--- src/design/hla_pkg.sv ---
// ----------------------------------------------------------------------------
// hla_pkg: shared types and constants for the HSL lightness adjust block
// Register indexes of the configuration port and the divider stage record.
// ----------------------------------------------------------------------------
package hla_pkg;

   localparam int CSR_INDEX_W = 2;
   localparam int CSR_DATA_W  = 16;

   // register indexes
   localparam logic [CSR_INDEX_W-1:0] REG_MODE   = 2'd0;
   localparam logic [CSR_INDEX_W-1:0] REG_GAIN   = 2'd1;
   localparam logic [CSR_INDEX_W-1:0] REG_OFFSET = 2'd2;

   localparam logic [CSR_DATA_W-1:0] GAIN_RESET = 16'd4096;

   // one divider stage: per channel partial remainder, dividend bits still to
   // shift in, quotient so far and saturation; shared divisor and gray path
   typedef struct packed {
      logic [2:0][8:0] rem;
      logic [2:0][7:0] lo;
      logic [2:0][7:0] quo;
      logic [2:0]      sat;
      logic [7:0]      dvs;
      logic            gray;
      logic [7:0]      gval;
   } div_stage_type;

endpackage

--- src/design/hla_div_stage.sv ---
// ----------------------------------------------------------------------------
// hla_div_stage: two restoring division steps for three channels
// Registered stage of the channel divider; advances when enable is high.
// ----------------------------------------------------------------------------
module hla_div_stage (
   input  logic                  clock,
   input  logic                  reset,
   input  logic                  enable,
   input  logic                  in_valid,
   input  hla_pkg::div_stage_type in_data,
   output logic                  out_valid,
   output hla_pkg::div_stage_type out_data
);

   hla_pkg::div_stage_type data_in;
   hla_pkg::div_stage_type data_ff;
   logic                   valid_ff;
   logic [8:0]             rem_sh;

   // shift in one dividend bit, subtract divisor when it fits
   always_comb begin
      data_in = in_data;
      rem_sh  = '0;
      for (int i = 0; i < 3; i++) begin
         for (int j = 0; j < 2; j++) begin
            rem_sh         = {data_in.rem[i][7:0], data_in.lo[i][7]};
            data_in.lo[i]  = {data_in.lo[i][6:0], 1'b0};
            if (rem_sh >= {1'b0, data_in.dvs}) begin
               data_in.rem[i] = rem_sh - {1'b0, data_in.dvs};
               data_in.quo[i] = {data_in.quo[i][6:0], 1'b1};
            end else begin
               data_in.rem[i] = rem_sh;
               data_in.quo[i] = {data_in.quo[i][6:0], 1'b0};
            end
         end
      end
   end

   // hold or advance the stage
   always_ff @(posedge clock) begin
      if (reset) begin
         valid_ff <= 1'b0;
      end else if (enable) begin
         valid_ff <= in_valid;
      end
   end

   always_ff @(posedge clock) begin
      if (enable) begin
         data_ff <= data_in;
      end
   end

   assign out_valid = valid_ff;
   assign out_data  = data_ff;

   // partial remainder stays below the divisor on unsaturated channels
   a_rem0: assert property (@(posedge clock) disable iff (reset)
      valid_ff && !data_ff.sat[0] |-> data_ff.rem[0] < {1'b0, data_ff.dvs})
      else $error("channel 0 remainder not below divisor");
   a_rem1: assert property (@(posedge clock) disable iff (reset)
      valid_ff && !data_ff.sat[1] |-> data_ff.rem[1] < {1'b0, data_ff.dvs})
      else $error("channel 1 remainder not below divisor");
   a_rem2: assert property (@(posedge clock) disable iff (reset)
      valid_ff && !data_ff.sat[2] |-> data_ff.rem[2] < {1'b0, data_ff.dvs})
      else $error("channel 2 remainder not below divisor");

endmodule

--- src/design/hsl_lightness_adjust.sv ---
// ----------------------------------------------------------------------------
// hsl_lightness_adjust: change HSL lightness of a 24-bit color
// Keeps hue and saturation; gain or offset mode; ten-stage pipeline.
// ----------------------------------------------------------------------------
// Throughput: one pixel per cycle while the receiver takes results; the
// pipeline is five arithmetic stages, four divider stages (two quotient
// bits per stage) and an output register.
// Stalls back up stage by stage; empty stages keep accepting.
// Reset clears all stage valid bits and loads the register reset values.
// ----------------------------------------------------------------------------
module hsl_lightness_adjust #(
   parameter int GAIN_FRAC_BITS = 12
) (
   input  logic        clock,
   input  logic        reset,
   input  logic        req_valid,
   output logic        req_ready,
   input  logic [23:0] req_pixel_in,
   output logic        rsp_valid,
   input  logic        rsp_ready,
   output logic [23:0] rsp_pixel_out,
   input  logic        csr_we,
   input  logic [hla_pkg::CSR_INDEX_W-1:0] csr_index,
   input  logic [hla_pkg::CSR_DATA_W-1:0]  csr_wdata
);

   localparam int F   = GAIN_FRAC_BITS;
   localparam int SQW = F + 9;
   localparam int DQW = F + 8;
   localparam int PW  = F + 17;
   localparam int QW  = F + 19;
   localparam int SW  = F + 20;
   localparam logic [SQW-1:0] SQ_MAX = SQW'(510) << F;
   localparam logic [SQW-1:0] DQ_MID = SQW'(255) << F;

   // configuration registers
   logic              mode_ff;
   logic [15:0]       gain_ff;
   logic signed [8:0] offset_ff;

   always_ff @(posedge clock) begin
      if (reset) begin
         mode_ff   <= 1'b0;
         gain_ff   <= hla_pkg::GAIN_RESET;
         offset_ff <= '0;
      end else if (csr_we) begin
         case (csr_index)
            hla_pkg::REG_MODE:   mode_ff   <= csr_wdata[0];
            hla_pkg::REG_GAIN:   gain_ff   <= csr_wdata;
            hla_pkg::REG_OFFSET: offset_ff <= $signed(csr_wdata[8:0]);
            default: ;
         endcase
      end
   end

   // stage enables: a stage loads when empty or when the next one loads
   logic v1_ff, v2_ff, v3_ff, v4_ff, v5_ff, vo_ff;
   logic en1, en2, en3, en4, en5, en_o;
   logic [4:0] div_valid;
   logic [3:0] div_en;
   hla_pkg::div_stage_type div_data [5];

   assign en_o      = !vo_ff || rsp_ready;
   assign div_en[3] = !div_valid[4] || en_o;
   assign div_en[2] = !div_valid[3] || div_en[3];
   assign div_en[1] = !div_valid[2] || div_en[2];
   assign div_en[0] = !div_valid[1] || div_en[1];
   assign en5       = !v5_ff || div_en[0];
   assign en4       = !v4_ff || en5;
   assign en3       = !v3_ff || en4;
   assign en2       = !v2_ff || en3;
   assign en1       = !v1_ff || en2;
   assign req_ready = en1;

   always_ff @(posedge clock) begin
      if (reset) begin
         v1_ff <= 1'b0;
         v2_ff <= 1'b0;
         v3_ff <= 1'b0;
         v4_ff <= 1'b0;
         v5_ff <= 1'b0;
         vo_ff <= 1'b0;
      end else begin
         if (en1)  v1_ff <= req_valid;
         if (en2)  v2_ff <= v1_ff;
         if (en3)  v3_ff <= v2_ff;
         if (en4)  v4_ff <= v3_ff;
         if (en5)  v5_ff <= v4_ff;
         if (en_o) vo_ff <= div_valid[4];
      end
   end

   // stage 1: max, min, lightness sum, distance to nearest bound, offsets
   logic [2:0][7:0] ch;
   logic [7:0]      mx, mn, cr;
   logic [8:0]      s_in;
   logic [7:0]      d_in;
   logic [2:0][9:0] k_in;
   logic [8:0]      s1_ff;
   logic [7:0]      d1_ff, mx1_ff;
   logic [2:0][9:0] k1_ff;
   logic            gray1_ff;

   always_comb begin
      for (int i = 0; i < 3; i++) begin
         ch[i] = req_pixel_in[8*i +: 8];
      end
      mx = ch[0];
      mn = ch[0];
      for (int i = 1; i < 3; i++) begin
         if (ch[i] > mx) mx = ch[i];
         if (ch[i] < mn) mn = ch[i];
      end
      cr   = mx - mn;
      s_in = {1'b0, mx} + {1'b0, mn};
      d_in = (s_in > 9'd255) ? 8'(9'd510 - s_in) : s_in[7:0];
      for (int i = 0; i < 3; i++) begin
         k_in[i] = {1'b0, 8'(ch[i] - mn), 1'b0} - {2'b00, cr};
      end
   end

   always_ff @(posedge clock) begin
      if (en1) begin
         s1_ff    <= s_in;
         d1_ff    <= d_in;
         mx1_ff   <= mx;
         k1_ff    <= k_in;
         gray1_ff <= (mx == mn);
      end
   end

   // stage 2: new lightness sum and gray result
   logic [24:0]        gain_prod;
   logic [SQW-1:0]     sq_gain, sq_off;
   logic signed [10:0] t_sum;
   logic [8:0]         t_clamp;
   logic [24:0]        gray_sum;
   logic [24:0]        gray_sh;
   logic [7:0]         gx_gain;
   logic [SQW-1:0]     sq2_ff;
   logic [7:0]         gx2_ff, d2_ff;
   logic [2:0][9:0]    k2_ff;
   logic               gray2_ff;

   always_comb begin
      gain_prod = 25'(s1_ff) * 25'(gain_ff);
      sq_gain   = (gain_prod > 25'(SQ_MAX)) ? SQ_MAX : gain_prod[SQW-1:0];
      t_sum     = $signed({2'b00, s1_ff}) + $signed({offset_ff[8], offset_ff, 1'b0});
      if (t_sum < 0) begin
         t_clamp = 9'd0;
      end else if (t_sum > 11'sd510) begin
         t_clamp = 9'd510;
      end else begin
         t_clamp = t_sum[8:0];
      end
      sq_off   = SQW'(t_clamp) << F;
      gray_sum = 25'(mx1_ff) * 25'(gain_ff) + (25'(1) << (F - 1));
      gray_sh  = gray_sum >> F;
      gx_gain  = (gray_sh > 25'd255) ? 8'hFF : gray_sh[7:0];
   end

   always_ff @(posedge clock) begin
      if (en2) begin
         sq2_ff   <= mode_ff ? sq_off : sq_gain;
         gx2_ff   <= mode_ff ? t_clamp[8:1] : gx_gain;
         d2_ff    <= d1_ff;
         k2_ff    <= k1_ff;
         gray2_ff <= gray1_ff;
      end
   end

   // stage 3: distance of new sum to nearest bound
   logic [DQW-1:0]  dq3_ff;
   logic [SQW-1:0]  sq3_ff;
   logic [7:0]      gx3_ff, d3_ff;
   logic [2:0][9:0] k3_ff;
   logic            gray3_ff;

   always_ff @(posedge clock) begin
      if (en3) begin
         dq3_ff   <= (sq2_ff > DQ_MID) ? DQW'(SQ_MAX - sq2_ff) : sq2_ff[DQW-1:0];
         sq3_ff   <= sq2_ff;
         gx3_ff   <= gx2_ff;
         d3_ff    <= d2_ff;
         k3_ff    <= k2_ff;
         gray3_ff <= gray2_ff;
      end
   end

   // stage 4: products of the channel numerator
   logic [PW-1:0]        p4_ff;
   logic signed [QW-1:0] q4_ff [3];
   logic [7:0]           gx4_ff, d4_ff;
   logic                 gray4_ff;

   always_ff @(posedge clock) begin
      if (en4) begin
         p4_ff <= PW'(sq3_ff) * PW'(d3_ff);
         for (int i = 0; i < 3; i++) begin
            q4_ff[i] <= QW'($signed({1'b0, dq3_ff})) * QW'($signed(k3_ff[i]));
         end
         gx4_ff   <= gx3_ff;
         d4_ff    <= d3_ff;
         gray4_ff <= gray3_ff;
      end
   end

   // stage 5: add rounding term, drop fraction bits
   logic signed [SW-1:0] num [3];
   logic [17:0]          n5_ff [3];
   logic [7:0]           gx5_ff, d5_ff;
   logic                 gray5_ff;

   always_comb begin
      for (int i = 0; i < 3; i++) begin
         num[i] = $signed(SW'(p4_ff)) + SW'(q4_ff[i]) + $signed(SW'(d4_ff) << F);
      end
   end

   always_ff @(posedge clock) begin
      if (en5) begin
         for (int i = 0; i < 3; i++) begin
            n5_ff[i] <= num[i][F+18:F+1];
         end
         gx5_ff   <= gx4_ff;
         d5_ff    <= d4_ff;
         gray5_ff <= gray4_ff;
      end
   end

   // divider setup: saturate when the quotient would exceed eight bits
   always_comb begin
      div_data[0] = '0;
      for (int i = 0; i < 3; i++) begin
         div_data[0].sat[i] = n5_ff[i][17:8] >= {2'b00, d5_ff};
         div_data[0].rem[i] = {1'b0, n5_ff[i][15:8]};
         div_data[0].lo[i]  = n5_ff[i][7:0];
      end
      div_data[0].dvs  = d5_ff;
      div_data[0].gray = gray5_ff;
      div_data[0].gval = gx5_ff;
   end
   assign div_valid[0] = v5_ff;

   // stages 6 to 9: channel divider
   for (genvar g = 0; g < 4; g++) begin : g_div
      hla_div_stage u_div (
         .clock     (clock),
         .reset     (reset),
         .enable    (div_en[g]),
         .in_valid  (div_valid[g]),
         .in_data   (div_data[g]),
         .out_valid (div_valid[g+1]),
         .out_data  (div_data[g+1])
      );
   end

   // output register: pick gray, saturated or divided channel
   logic [23:0] out_in;
   logic [23:0] out_ff;

   always_comb begin
      for (int i = 0; i < 3; i++) begin
         if (div_data[4].gray) begin
            out_in[8*i +: 8] = div_data[4].gval;
         end else if (div_data[4].sat[i]) begin
            out_in[8*i +: 8] = 8'hFF;
         end else begin
            out_in[8*i +: 8] = div_data[4].quo[i];
         end
      end
   end

   always_ff @(posedge clock) begin
      if (en_o) begin
         out_ff <= out_in;
      end
   end

   assign rsp_valid     = vo_ff;
   assign rsp_pixel_out = out_ff;

   // input stalls only when every stage is full and the result is held
   a_full: assert property (@(posedge clock) disable iff (reset)
      !req_ready |-> vo_ff && !rsp_ready && v1_ff && v5_ff && (&div_valid[4:1]))
      else $error("input stalled with an empty stage");
   a_sq: assert property (@(posedge clock) disable iff (reset)
      v2_ff |-> sq2_ff <= SQ_MAX)
      else $error("new lightness sum above white");
   a_dq: assert property (@(posedge clock) disable iff (reset)
      v3_ff |-> {1'b0, dq3_ff} <= DQ_MID)
      else $error("bound distance above half range");

endmodule

--- config.mk ---
export PLATFORM = sky130hd
export DESIGN_NAME = hsl_lightness_adjust
export DESIGN_NICKNAME = d
export VERILOG_FILES = /design/src/design/hla_pkg.sv /design/src/design/hla_div_stage.sv /design/src/design/hsl_lightness_adjust.sv
export SDC_FILE = /design/constraint.sdc
export NUM_CORES = 2
export LEC_CHECK = 0
export BUFFER_PORTS_ARGS = -buffer_cell sky130_fd_sc_hd__buf_2
export CAP_MARGIN = 15
export CORE_MARGIN = 2
export CORE_UTILIZATION = 55
export CTS_BUF_LIST = sky130_fd_sc_hd__clkbuf_8 sky130_fd_sc_hd__clkbuf_16
export DETAILED_ROUTE_END_ITERATION = 8
export PLACE_DENSITY = 0.75
export SLEW_MARGIN = 20
export SYNTH_ARGS = -nofsm -noshare
export SYNTH_HDL_FRONTEND = slang
export SYNTH_SLANG_ARGS = --single-unit
--- constraint.sdc ---
create_clock -name clock -period 7.5 [get_ports clock]
set_input_delay 0.75 -clock clock [delete_from_list [all_inputs] [get_ports clock]]
set_output_delay 0.75 -clock clock [all_outputs]
set_load 0.02 [all_outputs]
### Yosys cells after proc, flatten, opt, wreduce, memory -nomap -nowiden

Memory sizes are Yosys's and may differ from the RTL's.
Cells that the tools add are included.

* output and inout port bits: 26
* memories: 2
* input bits: 47
* register bits: 575
* bits in writable memories: 147

Memories
* q4_ff: words 3, width 31, read ports 3, clocked after Yosys merged registers in 0, write ports 3, line hsl_lightness_adjust.sv:192 `logic signed [QW-1:0] q4_ff [3];`
* n5_ff: words 3, width 18, read ports 3, clocked after Yosys merged registers in 0, write ports 3, line hsl_lightness_adjust.sv:210 `logic [17:0] n5_ff [3];`

* muxes and demuxes: 67
* multiply operators: 6
* magnitude comparators: 37
* add/subtract/negate cells: 39
* reduce and logical (&&, ||, !) cells: 25
* equality and inequality tests: 3

Operators with widths (number)
* $mux W8: 34
* $ge A9 B8 Y1: 24
* $sub A8 B8 Y8: 25
* $add A30 B31 Y31: 3
* $add A31 B21 Y31: 3
* $mul A21 B10 Y31: 3
* $mux W21: 2
* $ge A10 B8 Y1: 3
* $sub A9 B8 Y10: 3
* $mul A21 B8 Y29: 1
* $mux W1: 28
* $add A24 B12 Y25 const B: 1
* $gt A25 B21 Y1 const B: 1
* $mul A9 B16 Y25: 1
* $mul A8 B16 Y24: 1
* $gt A21 B20 Y1 const B: 1
* $mux W20: 1
* $sub A20 B20 Y20 const A: 1
* $mux W9: 2
* $gt A8 B8 Y1: 2
* $lt A8 B8 Y1: 2
* $gt A13 B8 Y1 const B: 1
* $add A10 B10 Y11: 1
* $gt A11 B10 Y1 const B: 1
* 12 further kinds: 32

### Depth between registers and ports, before layout

* depth after elaboration: 11
* mapped depth: 34

### Cells and area by module

From an unflattened synthesis, not the netlist that was laid out.

* cell total of the unflattened synthesis: 7214
* area total of the unflattened synthesis: 77380.5 sq um

By module, submodules not included
* hsl_lightness_adjust: instances 1, cells each 5373, area an instance 55330.6 sq um
* hla_div_stage (g_div[0].u_div ...): instances 3, cells each 462, area an instance 5514.0 sq um
* hla_div_stage (g_div[3].u_div): instances 1, cells each 455, area an instance 5507.8 sq um

### Least setup slack after synthesis

No wires, ideal clock.

* path type: input to register
* start: in req_pixel_in[1]
* end: reg k1_ff[18] (netlist bit), data pin
* arrival time: 6.850 ns
* path slack: 0.387 ns
* data required time: 7.237 ns
* stages: 27
* setup time: 0.263 ns
* cells stage by stage: inv_1 > ha_1 > nor2b_1 > o21bai_1 > a21oi_1 > o21ai_1 > mux2i_1 > ha_1 > a21oi_1 > nor2b_1 > o21ai_0 > nand2b_1 > a221oi_1 > a2bb2oi_4 > clkbuf_1 > a21oi_1 > ha_1 > clkbuf_1 > nor2_1 > nor2_1 > xor2_1 > inv_1 > maj3_1 > maj3_1 > a21o_1 > a21oi_1 > xor2_1

RTL lines
* start: declaration: line hsl_lightness_adjust.sv:18 `input logic [23:0] req_pixel_in,`
* end signal: assignment: line hsl_lightness_adjust.sv:127 `k1_ff <= k_in;`
* end: declaration: line hsl_lightness_adjust.sv:101 `logic [2:0][9:0] k1_ff;`

==> impl_metrics.tcl <==
set metrics [dict create \
    drt_iter0_drc 3128 \
    drt_pass1_iterations 6 \
    max_freq_mhz 140 \
    syn_area_um2 71200 \
    relSlewSlack_pct 31.6 \
    setup.worst_path.start "k3_ff[11]" \
    layout_commonest_cell "inv_1" \
    antenna_found_initial 8 \
    async_flop_share_pct 0 \
    synth_nets 8503 \
    rsz0062_at_grt "no" \
    gr-total-overflow 0 \
    drive_gt1_share_pct 6.11 \
    post-route-period-util_pct 95.5 \
    end_kind "flop" \
    r2r_start "k3_ff[11]" \
    grt_pass1_wl_um 270000 \
    crit_path_start_kind "flop" \
    use_met1_pct 31.6 \
    pin_count 73 \
    post-place-cells 8525 \
    post_drt_wl_per_cell_um 19.3 \
    cts_buffers 82 \
    met2_usage_pct 45.3 \
    dieArea_um2 132000 \
    worstPathRequired_ns 7.96 \
    num_rows 131 \
    insertion_delay_ns 0.71 \
    critPathCapture "q4_ff[0][56]" \
    final_cell_mix "1006 x inv_1, 853 x ha_1, 778 x fa_1, 672 x edfxtp_1, 661 x nand2_1" \
    busiest_layer "met2" \
    setup_viol 0 \
    grt_pass1_vias 51478 \
    syn_inst 6825 \
    status "finished, final reports clean" \
    worst_pin_slew_ns 1.03 \
    hpwl_um 133000 \
    nets 8561 \
    routed_wl_um 167000 \
    drc 0 \
    synth_edf_count 672 \
    final_cell_area_um2 76500 \
    die_h_um 364 \
    maxCapViolCount 0 \
    synthDistinctLibCells 81 \
    ys_ff_latch 708 \
    synth_area_leaders "edfxtp_1 28%, fa_1 22%, ha_1 15%" \
    yosysSeqAreaShare_pct 29.4 \
    placed_cell_area_um2 73800 \
    grt_use_met3_pct 4.03 \
    fp.dieW_um 364 \
    hold_ws_ns 0.317 \
    r2r_cells 24 \
    cts_tree "done" \
    cts_buffer_depth 3 \
    hold_class "input pin to flop" \
    gp_congestion 0.914 \
    clock_skew_ns 0.0448 \
    slew_violations 0 \
    vias 48548 \
    clock_sinks 708 \
    path_clk_slew_ns 0.06 \
    grt_start_max_net_pins 137 \
    synth_ff_type "edfxtp_1" \
    start_util_pct 55.6 \
    stdcell_count 8675 \
    core_um2 128000 \
    port_buffers 72 \
    antenna_left 0 \
    crit_type "flop to flop" \
    worstReg2RegEnd "q4_ff[0][56]" \
    yosysTopAreaCell "edfxtp_1" \
    area_growth_pct 7.53 \
    grt_usage_pct 25.9 \
    tns_ns 0 \
    vias_per_cell 5.60 \
    finalHoldViolCount 0 \
    cts-htree-levels 3 \
    ff2ff_setup_slack_ns 0.34 \
    cp_max_fo 20 \
    synth_top_area_share_pct 28.4 \
    cp.arrival_ns 7.62 \
    yosysWarnings 0 \
    cts-root-buf "clkbuf_16" \
    syn-mean-instance-area_um2 10.4 \
    period_needed_ns 7.16 \
]
-- worst max-delay path: stages, from the launching register on --
cell	delay (ns)
edfxtp_1	0.80
nand2_1	0.21
fa_1	0.60
inv_1	0.06
ha_1	0.19
ha_1	0.28
inv_1	0.06
fa_1	0.50
fa_1	0.49
inv_1	0.04
ha_1	0.31
a21o_1	0.20
a21oi_1	0.22
o21bai_1	0.11
a21oi_1	0.25
o21bai_1	0.10
a21oi_1	0.24
nor2b_1	0.10
o31a_1	0.28
o41ai_1	0.62
o31ai_1	0.28
or4_1	0.47
a31o_2	0.25
a21oi_1	0.17
xnor2_1	0.08
-- cell type report --
class | count | area (um2)
Antenna cell | 1 | 2.50
Clock buffer | 82 | 2050
Clock inverter | 64 | 697
Fill cell | 10380 | 51500
Inverter | 1006 | 3780
Multi-Input combinational cell | 4906 | 45800
Sequential cell | 708 | 20900
Tap cell | 1729 | 2160
Timing Repair Buffer | 179 | 1180
-- through the flow --
step	worst slack, ns	utilization [%]
global route	0.0689	59.8
detailed placement	0.289	57.6
floorplan	0.387	-
CTS	0.379	59.8
global placement	0.350	57.6
finish	0.341	59.8
-- registers in the layout, summed over array words and instances (netlist names), 16 cells and up --
| register | count |
|---|---|
| k3_ff | 27 |
| gain_ff | 16 |
| p4_ff | 29 |
| dq3_ff | 20 |
| rsp_pixel_out | 24 |
| sq2_ff | 21 |
| k1_ff | 27 |
| k2_ff | 27 |
| g_div.u_div.out_data | 240 |
| n5_ff | 54 |
| sq3_ff | 20 |
| q4_ff | 90 |
-- layer usage --
layer	share of wire (%)	vias to the layer above	wire, um
li1	-	22646	-
met1	40	24006	66400
met2	49	1522	82200
met3	6.2	372	10400
met4	4.8	2	8040
met5	0.0084	-	14
-- synth_stat cells (6+ instances only) --
cell type    n
maj3_1       9
nor4b_1      7
xor2_1     115
o31a_1       6
a31o_2      11
nor3_1      45
o21bai_1    31
or4_1       14
dfxtp_1     36
o21ai_0    223
nand2b_1   129
a2111oi_0    6
or3_1       16
fa_1       778
clkbuf_1   203
nor2b_1     84
nand4_1     46
nor3b_1      7
mux2_2      66
o211ai_1    12
or2_2       21
nand2_1    664
a31oi_1     13
a311oi_1    12
edfxtp_1   672
nand3_1     38
nor4_1      20
inv_1      996
o21a_1      64
a211oi_1     7
a21boi_0     9
and3_1      15
ha_1       853
and2_1     505
xnor2_1    235
mux2i_1     39
clkinv_1    10
o31ai_1     24
a21o_1     112
nor2_1     280
a21oi_1    306
-- timing repair --
| item | in CTS | in global routing |
|---|---|---|
| hold buffers | 0 | 0 |
| buffers inserted | 0 | 3 |
| endpoints found under the setup margin | 0 | 3 |
| endpoints found under the hold margin | 0 | 0 |
| gates resized for setup | 0 | 0 |
-- worst min-delay path by stage --
stage / slack, ns / start / depth (start not counted) / to
after floorplan: 0.40 / d1_ff[1] / 0 / d2_ff[1]
after global placement: 0.40 / g_div[2].u_div.out_data[31] / 0 / g_div[3].u_div.out_data[33]
after detailed placement: 0.40 / n5_ff[0][19] / 0 / g_div[0].u_div.out_data[55]
after CTS: 0.27 / csr_wdata[12] / 3 / gain_ff[12]
after global routing: 0.29 / req_valid / 3 / v1_ff
final: 0.32 / csr_wdata[12] / 3 / gain_ff[12]
-- logic make-up after synthesis --
kind of cell	count (synthesis)	synth area share [%]
compound gates	896	7.79
buf+inv	1211	6.39
fa+ha+maj	1640	37.0
simple gates	1912	13.5
xor+xnor	353	4.39
mux	105	1.59
flops	708	29.4
Power is not shown: default switching activity piles up to over one toggle a cycle in this logic, so the estimate is an artifact.
